==> config.mk <==
export PLATFORM = sky130hd
export DESIGN_NAME = deadline_timer_queue
export DESIGN_NICKNAME = d
export VERILOG_FILES = /design/src/hdl/dtq_pkg.sv /design/src/hdl/deadline_timer_queue.sv /design/src/hdl/dtq_front.sv /design/src/hdl/dtq_engine.sv
export SDC_FILE = /design/constraint.sdc
export NUM_CORES = 2
export LEC_CHECK = 0
export BUFFER_PORTS_ARGS = -buffer_cell sky130_fd_sc_hd__buf_2
export CAP_MARGIN = 30
export CORE_MARGIN = 3
export CORE_UTILIZATION = 60
export CTS_BUF_LIST = sky130_fd_sc_hd__clkbuf_4 sky130_fd_sc_hd__clkbuf_8
export DETAILED_ROUTE_END_ITERATION = 16
export PLACE_DENSITY = 0.76
export SYNTH_ARGS = -nofsm -noshare
export SYNTH_HDL_FRONTEND = slang
export SYNTH_SLANG_ARGS = --single-unit
==> constraint.sdc <==
create_clock -name clk -period 10.2 [get_ports clk]
set_input_delay 0.51 -clock clk [delete_from_list [all_inputs] [get_ports clk]]
set_output_delay 0.51 -clock clk [all_outputs]
set_load 0.01 [all_outputs]
==> src/hdl/dtq_pkg.sv <==
// ----------------------------------------------------------------------------
// Deadline timer queue package
// Shared types, codes and default sizes for the deadline timer queue.
// ----------------------------------------------------------------------------
`default_nettype none

package dtq_pkg;

  localparam int unsigned DEF_QUEUE_DEPTH = 64;
  localparam int unsigned DEF_TIME_WIDTH  = 32;
  localparam int unsigned MAX_RESULTS     = 64;
  localparam int unsigned KIND_W          = 2;
  localparam int unsigned ID_W            = 8;
  localparam int unsigned TMO_W           = 20;
  localparam int unsigned EV_W            = 3;

  localparam logic [KIND_W-1:0] KIND_TICK   = 2'd0;
  localparam logic [KIND_W-1:0] KIND_ADD    = 2'd1;
  localparam logic [KIND_W-1:0] KIND_CANCEL = 2'd2;

  localparam logic [TMO_W-1:0] WAIT_MAX = '1;

  typedef enum logic [1:0] {
    OP_TICK,
    OP_ADD,
    OP_CANCEL
  } op_t;

  typedef enum logic [EV_W-1:0] {
    EV_ADDED     = 3'd0,
    EV_CANCELLED = 3'd1,
    EV_EXPIRED   = 3'd2,
    EV_TICK_NONE = 3'd3,
    EV_FULL      = 3'd4,
    EV_NOT_FOUND = 3'd5
  } event_t;

  typedef struct packed {
    op_t              op;
    logic [ID_W-1:0]  id;
    logic [TMO_W-1:0] timeout;
  } item_t;

  typedef enum logic [3:0] {
    S_IDLE,
    S_ADD_RD,
    S_ADD_CMP,
    S_ADD_PUT,
    S_CAN_RD,
    S_CAN_CMP,
    S_TICK_RD,
    S_TICK_CMP,
    S_ST_RD,
    S_ST_CMP,
    S_OUT_RD,
    S_OUT_WR
  } state_t;

endpackage

`default_nettype wire

==> src/hdl/deadline_timer_queue.sv <==
// ----------------------------------------------------------------------------
// Deadline timer queue
// Millisecond clock with a deadline-ordered queue of request timers.
// ----------------------------------------------------------------------------
// Items are taken one at a time by the engine while a two-entry input queue
// keeps accepting. Entries sit in one memory with a write port and a
// registered read port, so the engine reads an entry before it compares it.
// An add scans from the tail towards the head, moving each entry with a later
// deadline up by one, and then writes the new entry; a cancel scans from the
// head until it marks the matching entry or reaches the tail; a tick drops
// expired and cancelled entries from the head. Cancelled entries at the head
// are also dropped while the wait is worked out. Every result then passes a
// read state and a write state on the output side, which waits while the
// result channel stalls. No clearing pass follows reset.
`default_nettype none

module deadline_timer_queue import dtq_pkg::*; #(
  parameter int unsigned QUEUE_DEPTH = DEF_QUEUE_DEPTH,
  parameter int unsigned TIME_WIDTH  = DEF_TIME_WIDTH
) (
  input  wire logic              clk,
  input  wire logic              rst,
  input  wire logic              item_valid,
  output logic                   item_stall,
  input  wire logic [KIND_W-1:0] kind,
  input  wire logic [ID_W-1:0]   request_id,
  input  wire logic [TMO_W-1:0]  timeout_ms,
  output logic                   result_valid,
  input  wire logic              result_stall,
  output logic [EV_W-1:0]        event_res,
  output logic [ID_W-1:0]        request_id_res,
  output logic [TMO_W-1:0]       next_wait_ms,
  output logic                   queue_empty,
  output logic                   last
);

  localparam int unsigned CW = $clog2(QUEUE_DEPTH + 1);

  logic          q_valid;
  item_t         q_item;
  logic          q_ready;
  logic [CW-1:0] entry_count;

  dtq_front u_front (
    .clk        (clk),
    .rst        (rst),
    .item_valid (item_valid),
    .item_stall (item_stall),
    .kind       (kind),
    .request_id (request_id),
    .timeout_ms (timeout_ms),
    .q_valid    (q_valid),
    .q_item     (q_item),
    .q_ready    (q_ready)
  );

  dtq_engine #(
    .QUEUE_DEPTH (QUEUE_DEPTH),
    .TIME_WIDTH  (TIME_WIDTH)
  ) u_engine (
    .clk            (clk),
    .rst            (rst),
    .q_valid        (q_valid),
    .q_item         (q_item),
    .q_ready        (q_ready),
    .result_valid   (result_valid),
    .result_stall   (result_stall),
    .event_res      (event_res),
    .request_id_res (request_id_res),
    .next_wait_ms   (next_wait_ms),
    .queue_empty    (queue_empty),
    .last           (last),
    .entry_count    (entry_count)
  );

`ifndef SYNTHESIS
  a_count_bound: assert property (@(posedge clk) disable iff (rst)
    entry_count <= CW'(QUEUE_DEPTH))
    else $error("Entry count exceeds the queue depth.");

  a_empty_wait: assert property (@(posedge clk) disable iff (rst)
    result_valid && queue_empty |-> next_wait_ms == '0)
    else $error("An empty queue reports a nonzero wait.");

  a_single_last: assert property (@(posedge clk) disable iff (rst)
    result_valid && event_res != EV_EXPIRED |-> last)
    else $error("A single-result transfer is not marked last.");
`endif

endmodule

`default_nettype wire

==> src/hdl/dtq_front.sv <==
// ----------------------------------------------------------------------------
// Deadline timer queue front end
// Accepts items, decodes the kind and holds items of a known kind in a two-entry queue.
// ----------------------------------------------------------------------------
`default_nettype none

module dtq_front import dtq_pkg::*; (
  input  wire logic              clk,
  input  wire logic              rst,
  input  wire logic              item_valid,
  output logic                   item_stall,
  input  wire logic [KIND_W-1:0] kind,
  input  wire logic [ID_W-1:0]   request_id,
  input  wire logic [TMO_W-1:0]  timeout_ms,
  output logic                   q_valid,
  output item_t                  q_item,
  input  wire logic              q_ready
);

  item_t      slot [2];
  logic       wr_ptr;
  logic       rd_ptr;
  logic [1:0] fill;
  logic       known;
  op_t        op;
  logic       push;
  logic       pop;

  always_comb begin
    known = 1'b1;
    op    = OP_TICK;
    unique case (kind)
      KIND_TICK:   op = OP_TICK;
      KIND_ADD:    op = OP_ADD;
      KIND_CANCEL: op = OP_CANCEL;
      default:     known = 1'b0;
    endcase
  end

  assign item_stall = (fill == 2'd2);
  assign push       = item_valid && !item_stall && known;
  assign q_valid    = (fill != 2'd0);
  assign q_item     = slot[rd_ptr];
  assign pop        = q_valid && q_ready;

  always_ff @(posedge clk) begin
    if (push) begin
      slot[wr_ptr] <= '{op: op, id: request_id, timeout: timeout_ms};
    end
  end

  always_ff @(posedge clk) begin
    if (rst) begin
      wr_ptr <= 1'b0;
      rd_ptr <= 1'b0;
      fill   <= 2'd0;
    end else begin
      if (push) begin
        wr_ptr <= !wr_ptr;
      end
      if (pop) begin
        rd_ptr <= !rd_ptr;
      end
      if (push && !pop) begin
        fill <= fill + 2'd1;
      end else if (pop && !push) begin
        fill <= fill - 2'd1;
      end
    end
  end

endmodule

`default_nettype wire

==> src/hdl/dtq_engine.sv <==
// ----------------------------------------------------------------------------
// Deadline timer queue engine
// Keeps the clock and the ordered entry memory, executes add, cancel and
// tick, and streams the results through an output register.
// ----------------------------------------------------------------------------
`default_nettype none

module dtq_engine import dtq_pkg::*; #(
  parameter int unsigned QUEUE_DEPTH = DEF_QUEUE_DEPTH,
  parameter int unsigned TIME_WIDTH  = DEF_TIME_WIDTH,
  localparam int unsigned AW  = $clog2(QUEUE_DEPTH),
  localparam int unsigned CW  = $clog2(QUEUE_DEPTH + 1)
) (
  input  wire logic              clk,
  input  wire logic              rst,
  input  wire logic              q_valid,
  input  wire item_t             q_item,
  output logic                   q_ready,
  output logic                   result_valid,
  input  wire logic              result_stall,
  output logic [EV_W-1:0]        event_res,
  output logic [ID_W-1:0]        request_id_res,
  output logic [TMO_W-1:0]       next_wait_ms,
  output logic                   queue_empty,
  output logic                   last,
  output logic [CW-1:0]          entry_count
);

  localparam int unsigned TW  = TIME_WIDTH;
  localparam int unsigned RW  = $clog2(MAX_RESULTS + 1);
  localparam int unsigned RBW = $clog2(MAX_RESULTS);
  localparam logic [AW+1:0] DEPTH_X = (AW+2)'(QUEUE_DEPTH);
  localparam logic [CW-1:0] DEPTH_C = CW'(QUEUE_DEPTH);
  localparam logic [RW-1:0] MAX_N   = RW'(MAX_RESULTS);

  logic [TW-1:0]   mem_dl [QUEUE_DEPTH];
  logic [ID_W-1:0] mem_id [QUEUE_DEPTH];
  logic            mem_cx [QUEUE_DEPTH];
  logic [ID_W-1:0] rbuf   [MAX_RESULTS];

  state_t          state;
  state_t          state_next;
  logic [TW-1:0]   now;
  logic [AW-1:0]   head;
  logic [CW-1:0]   count;
  logic [CW-1:0]   idx;
  logic [CW-1:0]   ins;
  logic [TW-1:0]   key;
  logic [ID_W-1:0] rid;
  event_t          code;
  logic [RW-1:0]   n;
  logic [RW-1:0]   k;
  logic [TMO_W-1:0] wait_q;
  logic            empty_q;
  logic [TW-1:0]   rd_dl;
  logic [ID_W-1:0] rd_id;
  logic            rd_cx;
  logic [ID_W-1:0] rb_q;

  logic            we;
  logic [AW-1:0]   waddr;
  logic [TW-1:0]   wdl;
  logic [ID_W-1:0] wid;
  logic            wcx;
  logic [AW-1:0]   raddr;
  logic            ins_le;
  logic            head_due;
  logic            can_hit;
  logic            can_end;
  logic            out_free;
  logic            res_last;
  logic [TW-1:0]   diff;

  function automatic logic [AW-1:0] phys(input logic [AW-1:0] h, input logic [CW-1:0] l);
    logic [AW+1:0] s;
    s = (AW+2)'(h) + (AW+2)'(l);
    if (s >= DEPTH_X) begin
      s = s - DEPTH_X;
    end
    return s[AW-1:0];
  endfunction

  function automatic logic time_le(input logic [TW-1:0] a, input logic [TW-1:0] b);
    logic [TW-1:0] d;
    d = b - a;
    return !d[TW-1];
  endfunction

  assign q_ready     = (state == S_IDLE);
  assign entry_count = count;
  assign ins_le      = time_le(rd_dl, key);
  assign head_due    = time_le(rd_dl, now);
  assign can_hit     = !rd_cx && (rd_id == rid);
  assign can_end     = (CW'(idx + 1'b1) == count);
  assign out_free    = !result_valid || !result_stall;
  assign res_last    = (n == '0) || (RW'(k + 1'b1) == n);
  assign diff        = rd_dl - now;

  always_comb begin
    state_next = state;
    unique case (state)
      S_IDLE: begin
        if (q_valid) begin
          unique case (q_item.op)
            OP_ADD: begin
              if (count == DEPTH_C) begin
                state_next = S_ST_RD;
              end else if (count == '0) begin
                state_next = S_ADD_PUT;
              end else begin
                state_next = S_ADD_RD;
              end
            end
            OP_CANCEL: state_next = (count == '0) ? S_ST_RD : S_CAN_RD;
            default:   state_next = S_TICK_RD;
          endcase
        end
      end
      S_ADD_RD:  state_next = S_ADD_CMP;
      S_ADD_CMP: begin
        if (ins_le || idx == '0) begin
          state_next = S_ADD_PUT;
        end else begin
          state_next = S_ADD_RD;
        end
      end
      S_ADD_PUT: state_next = S_ST_RD;
      S_CAN_RD:  state_next = S_CAN_CMP;
      S_CAN_CMP: state_next = (can_hit || can_end) ? S_ST_RD : S_CAN_RD;
      S_TICK_RD: state_next = (count == '0 || n == MAX_N) ? S_ST_RD : S_TICK_CMP;
      S_TICK_CMP: state_next = (rd_cx || head_due) ? S_TICK_RD : S_ST_RD;
      S_ST_RD:   state_next = (count == '0) ? S_OUT_RD : S_ST_CMP;
      S_ST_CMP:  state_next = rd_cx ? S_ST_RD : S_OUT_RD;
      S_OUT_RD:  state_next = S_OUT_WR;
      S_OUT_WR: begin
        if (out_free) begin
          state_next = res_last ? S_IDLE : S_OUT_RD;
        end
      end
      default:   state_next = S_IDLE;
    endcase
  end

  always_comb begin
    we    = 1'b0;
    waddr = phys(head, idx);
    wdl   = rd_dl;
    wid   = rd_id;
    wcx   = rd_cx;
    raddr = phys(head, idx);
    unique case (state)
      S_ADD_CMP: begin
        if (!ins_le) begin
          we    = 1'b1;
          waddr = phys(head, CW'(idx + 1'b1));
        end
      end
      S_ADD_PUT: begin
        we    = 1'b1;
        waddr = phys(head, ins);
        wdl   = key;
        wid   = rid;
        wcx   = 1'b0;
      end
      S_CAN_CMP: begin
        if (can_hit) begin
          we  = 1'b1;
          wcx = 1'b1;
        end
      end
      S_TICK_RD, S_ST_RD: raddr = head;
      default: ;
    endcase
  end

  always_ff @(posedge clk) begin
    if (we) begin
      mem_dl[waddr] <= wdl;
      mem_id[waddr] <= wid;
      mem_cx[waddr] <= wcx;
    end
    rd_dl <= mem_dl[raddr];
    rd_id <= mem_id[raddr];
    rd_cx <= mem_cx[raddr];
  end

  always_ff @(posedge clk) begin
    if (state == S_TICK_CMP && !rd_cx && head_due) begin
      rbuf[n[RBW-1:0]] <= rd_id;
    end
    rb_q <= rbuf[k[RBW-1:0]];
  end

  always_ff @(posedge clk) begin
    if (rst) begin
      state        <= S_IDLE;
      now          <= '0;
      head         <= '0;
      count        <= '0;
      result_valid <= 1'b0;
    end else begin
      state <= state_next;
      if (state == S_OUT_WR && out_free) begin
        result_valid <= 1'b1;
      end else if (result_valid && !result_stall) begin
        result_valid <= 1'b0;
      end
      unique case (state)
        S_IDLE: begin
          if (q_valid) begin
            n   <= '0;
            k   <= '0;
            ins <= '0;
            key <= now + TW'(q_item.timeout);
            rid <= (q_item.op == OP_TICK) ? '0 : q_item.id;
            unique case (q_item.op)
              OP_ADD: begin
                idx  <= CW'(count - 1'b1);
                code <= (count == DEPTH_C) ? EV_FULL : EV_ADDED;
              end
              OP_CANCEL: begin
                idx  <= '0;
                code <= EV_NOT_FOUND;
              end
              default: begin
                now  <= now + 1'b1;
                code <= EV_TICK_NONE;
              end
            endcase
          end
        end
        S_ADD_CMP: begin
          if (ins_le) begin
            ins <= CW'(idx + 1'b1);
          end else if (idx == '0) begin
            ins <= '0;
          end else begin
            idx <= idx - 1'b1;
          end
        end
        S_ADD_PUT: count <= count + 1'b1;
        S_CAN_CMP: begin
          if (can_hit) begin
            code <= EV_CANCELLED;
          end else begin
            idx <= idx + 1'b1;
          end
        end
        S_TICK_CMP: begin
          if (rd_cx || head_due) begin
            head  <= phys(head, CW'(1));
            count <= count - 1'b1;
          end
          if (!rd_cx && head_due) begin
            n <= n + 1'b1;
          end
        end
        S_ST_RD: begin
          if (count == '0) begin
            wait_q  <= '0;
            empty_q <= 1'b1;
          end
        end
        S_ST_CMP: begin
          if (rd_cx) begin
            head  <= phys(head, CW'(1));
            count <= count - 1'b1;
          end else begin
            empty_q <= 1'b0;
            if (diff == '0 || diff[TW-1]) begin
              wait_q <= '0;
            end else if (diff > TW'(WAIT_MAX)) begin
              wait_q <= WAIT_MAX;
            end else begin
              wait_q <= diff[TMO_W-1:0];
            end
          end
        end
        S_OUT_WR: begin
          if (out_free) begin
            event_res      <= (n != '0) ? EV_EXPIRED : code;
            request_id_res <= (n != '0) ? rb_q : rid;
            next_wait_ms   <= wait_q;
            queue_empty    <= empty_q;
            last           <= res_last;
            k              <= k + 1'b1;
          end
        end
        default: ;
      endcase
    end
  end

endmodule

`default_nettype wire

==> results.md <==
* Global Route Usage Sum at approximately a third
* Total Power at between 40000 and 50000 uW
* EDFF count, synth at around 3300
* Comb power frac at about 34%
* CP Max Fanout at 22
* CP required at approximately 11 ns
* Clk_lat worst skew at roughly 1.1 ns
* Worst Hold Class: input pin to flop
* CTS Root Cell: clkbuf_8
* TNS Setup at 0 ns
* Gpl congestion at ~1
* Sequential Area at 0.102 sq mm
* Die Y at 485 um
* Largest net degree at the start of global routing at 135
* Placement Rows at 175
* Clock skew at 0.117 ns
* HPWL after DPL at approximately 240 mm
* First-pass GRT wire length at roughly 570 mm
* Fillers at approximately 15000
* Total CTS buffers at 550
* Syn Nets at 8377
* Max_slew headroom at between 10% and 20%
* Clk sinks at around 3400
* Vias in the first global route at ~80000
* DRT Pass-1 Iters at 7
* # IOs at 69
* Maxcap violations at 0
* Worst Tran Pin Value at 1.33 ns
* Fmax at 144 MHz
* Routed WL per cell at approximately 33 um
* Yosys reg bits at approximately 3400
* CP max stage delay at a little under 1 ns
* Routed WL at between 400 and 500 mm
* Via count at 82400
* Worst-path clk slew at 0.06 ns
* Flop pwr share at about two fifths
* Die ar. at around 0.23 sq mm
* Proportion of power drawn by the clock network at approximately 25%
* WHS at around 0.16 ns
* Initial DRC Count at between 10000 and 15000
* Final min period at roughly 6.9 ns
* Setup crit end kind: flop
* Asr flop ratio synth at 0%
* Initial core utilization at 60.4%
* Placed instance area at ~0.14 sq mm
* CTS tree: done
* Port bufs at 68
* Pwr dens at 295 mW/mm^2
* Main synth FF type: edfxtp_1
* Share of cells above drive strength 1 at approximately a fifth
* Post-DRT Antenna Nets at 0
* Final Hold Viols at 0
* Top-area cell type share of the netlist area at 72.5%
* Critical path class: flop to flop
* Final Max Slew Viols at 0
* Postcts setup bufs at 0
* Area of the multi-input gates at around 0.034 sq mm
* Synth unique cells at 82
* Post-Syn Area at ~0.14 sq mm
* Post-Layout Inst Area at 0.154 sq mm
* Most frequent cell after synthesis: edfxtp_1
* Initial antenna violation count at approximately 50
* Htree depth at 6
* Core footprint at 0.228 sq mm
* Critical Path AT at 7.64 ns
* Peak supply drop at around 260 uV
* Syn Area/Cell at between 15 and 20 sq um
* DR DRC count at 0
* Seq/Total Area, Yosys at 74.0%
* Nets at ~9000
* Vias per inst at between 6 and 7
* Die width at approximately 480 um
* CP Cell Sequence: inv_1 > ha_1 > a211o_1 > o211ai_1 > a2111oi_1 > or2_1 > mux2i_2 > nand3_1 > or2_1 > a222oi_1 > nand3_1 > buf_4 > nor2_4 > buf_4
* Total grt overflow at 0
* Largest cells by area after synthesis: edfxtp_1 73%, mux4_2 7.7%, nand2_1 2.9%, mux2i_1 2.1%, dfxtp_1 1.5%
* Leakage at ~0.05 uW
* Sw Share at 37.5%
* CTS Buffer Depth at 4
* CP max stage cell: a222oi_1
* Area leader, netlist: edfxtp_1
* Ys Warns at 0
* Final setup fails at 0
* Unrepaired setup endpoints after global routing: false
* Period utilization at 68.1%
* Critical path startpoint category: flop
* Psw at approximately 17000 uW
* Syn Inst Count at just over 8000
* Outcome: completed
* Top post-synthesis cells by count: 3320 x edfxtp_1, 1058 x nand2_1, 472 x mux4_2, 374 x a21oi_1, 313 x nor2_1
* Area delta synth->final at 12.0%
* Internal at 28400 uW
==> kinds of logic after synthesis <==
logic type	count (synthesis)	synth area share, %
and+or+nand+nor	1992	6.38
DFF	3424	74.0
AOI/OAI and AO/OA	1085	5.13
buffers and inverters	562	1.69
muxes	829	10.4
adders and majority gates	148	1.37
xor gates and xnor gates	155	0.988
==> stage by stage <==
stage          cells  utilization [%]  worst slack (ns)
2_1_floorplan   8195                -              4.57
3_3_place_gp   11100             62.6              3.84
3_5_place_dp   11100             62.7              3.64
4_1_cts        12000             67.4              3.52
5_1_grt        12100             67.6              3.04
6_report       12100             67.6              3.25
==> power groups by stage <==
stage,combinational (uW),sequential (uW),clock (uW)
2_1_floorplan,7890,18800,0
3_3_place_gp,14500,18600,0
3_5_place_dp,14800,18600,0
4_1_cts,14800,18300,11500
5_1_grt,15900,18300,12200
6_report,15600,18300,11500
==> placed cells by master (no fill, tap or decap), types with 21 or more instances in the layout <==
| cell | count |
|---|---|
| a211oi_1 | 37 |
| a21o_1 | 36 |
| a21oi_1 | 373 |
| a221oi_1 | 75 |
| a22oi_1 | 26 |
| a31oi_1 | 63 |
| a32oi_1 | 103 |
| and2_1 | 27 |
| and3_1 | 21 |
| and4_1 | 28 |
| buf_2 | 70 |
| buf_4 | 240 |
| clkbuf_4 | 162 |
| clkbuf_8 | 586 |
| clkinv_1 | 117 |
| clkinv_2 | 44 |
| dfxtp_1 | 96 |
| diode_2 | 50 |
| dlygate4sd3_1 | 33 |
| edfxtp_1 | 3320 |
| ha_1 | 143 |
| inv_1 | 100 |
| mux2_2 | 62 |
| mux2i_1 | 288 |
| mux4_2 | 472 |
| nand2_1 | 1049 |
| nand3_1 | 287 |
| nand4_1 | 62 |
| nor2_1 | 247 |
| nor2_4 | 56 |
| nor2b_1 | 22 |
| nor3_1 | 48 |
| nor4_1 | 28 |
| o21ai_0 | 131 |
| o21ai_4 | 32 |
| o221ai_1 | 38 |
| o22ai_1 | 52 |
| xnor2_1 | 104 |
| xor2_1 | 51 |
==> state kept, by name (all words and copies together), names as in the netlist, 3 cells and up, named ones only <==
| signal | cells |
|---|---|
| u_engine.mem_id | 512 |
| u_engine.rid | 8 |
| u_engine.rb_q | 8 |
| u_engine.rbuf | 512 |
| u_engine.next_wait_ms | 20 |
| u_engine.rd_dl | 32 |
| u_engine.now | 32 |
| u_engine.request_id_res | 8 |
| u_engine.code | 3 |
| u_engine.event_res | 3 |
| u_engine.ins | 6 |
| u_engine.mem_cx | 64 |
| u_engine.n | 7 |
| u_engine.k | 7 |
| u_front.slot | 60 |
| u_engine.mem_dl | 2048 |
| u_engine.key | 32 |
| u_engine.head | 6 |
| u_engine.rd_id | 8 |
| u_engine.state | 4 |
| u_engine.idx | 7 |
| u_engine.wait_q | 20 |
| u_engine.entry_count | 7 |
==> area by class of cell <==
type	count	share of cell area [%]
multi-input cells	4209	22.4
inverters	100	0.244
well taps	3009	2.45
clock buffers	746	6.02
clock inverters	202	0.811
diodes	50	0.0813
flip-flops and latches	3424	66.1
repair buffers	363	1.87
==> final timing paths <==
check	to	depth (start not counted)	startpoint	slack (ns)
max	u_engine.mem_dl[40][25]$_DFFE_PP_	14	u_engine.rd_dl[20]$_DFF_P_	3.25
min	u_engine.state[0]$_SDFFE_PP0P_	3	rst	0.16
max reg2reg	u_engine.mem_dl[40][25]$_DFFE_PP_	14	u_engine.rd_dl[20]$_DFF_P_	3.25
min reg2reg	u_engine.next_wait_ms[14]$_DFFE_PP_	0	u_engine.wait_q[14]$_SDFFCE_PP0P_	0.42
==> metal layers <==
layer | track usage, % | up-vias | wire length (um)
li1 | - | 33300 | -
met4 | 22.0 | 26 | 29200
met5 | 0.408 | - | 188
met1 | 44.9 | 41300 | 138000
met2 | 48.5 | 6532 | 177000
met3 | 11.2 | 1281 | 56800
==> what timing repair did <==
action,4_1_cts,5_1_grt
hold buffers,33,0
gates resized for setup,0,0
hold endpoints to repair,65,0
==> critical path: cells and delay by family, from the launching register on <==
kind / cells / cell delay, ns
DFF: 1 / 0.49
buffers and inverters: 3 / 1.13
muxes: 1 / 0.39
adders and majority gates: 1 / 0.36
AOI/OAI and AO/OA: 4 / 1.78
and+or+nand+nor: 5 / 2.35
Power figures use the tool's default switching activity.
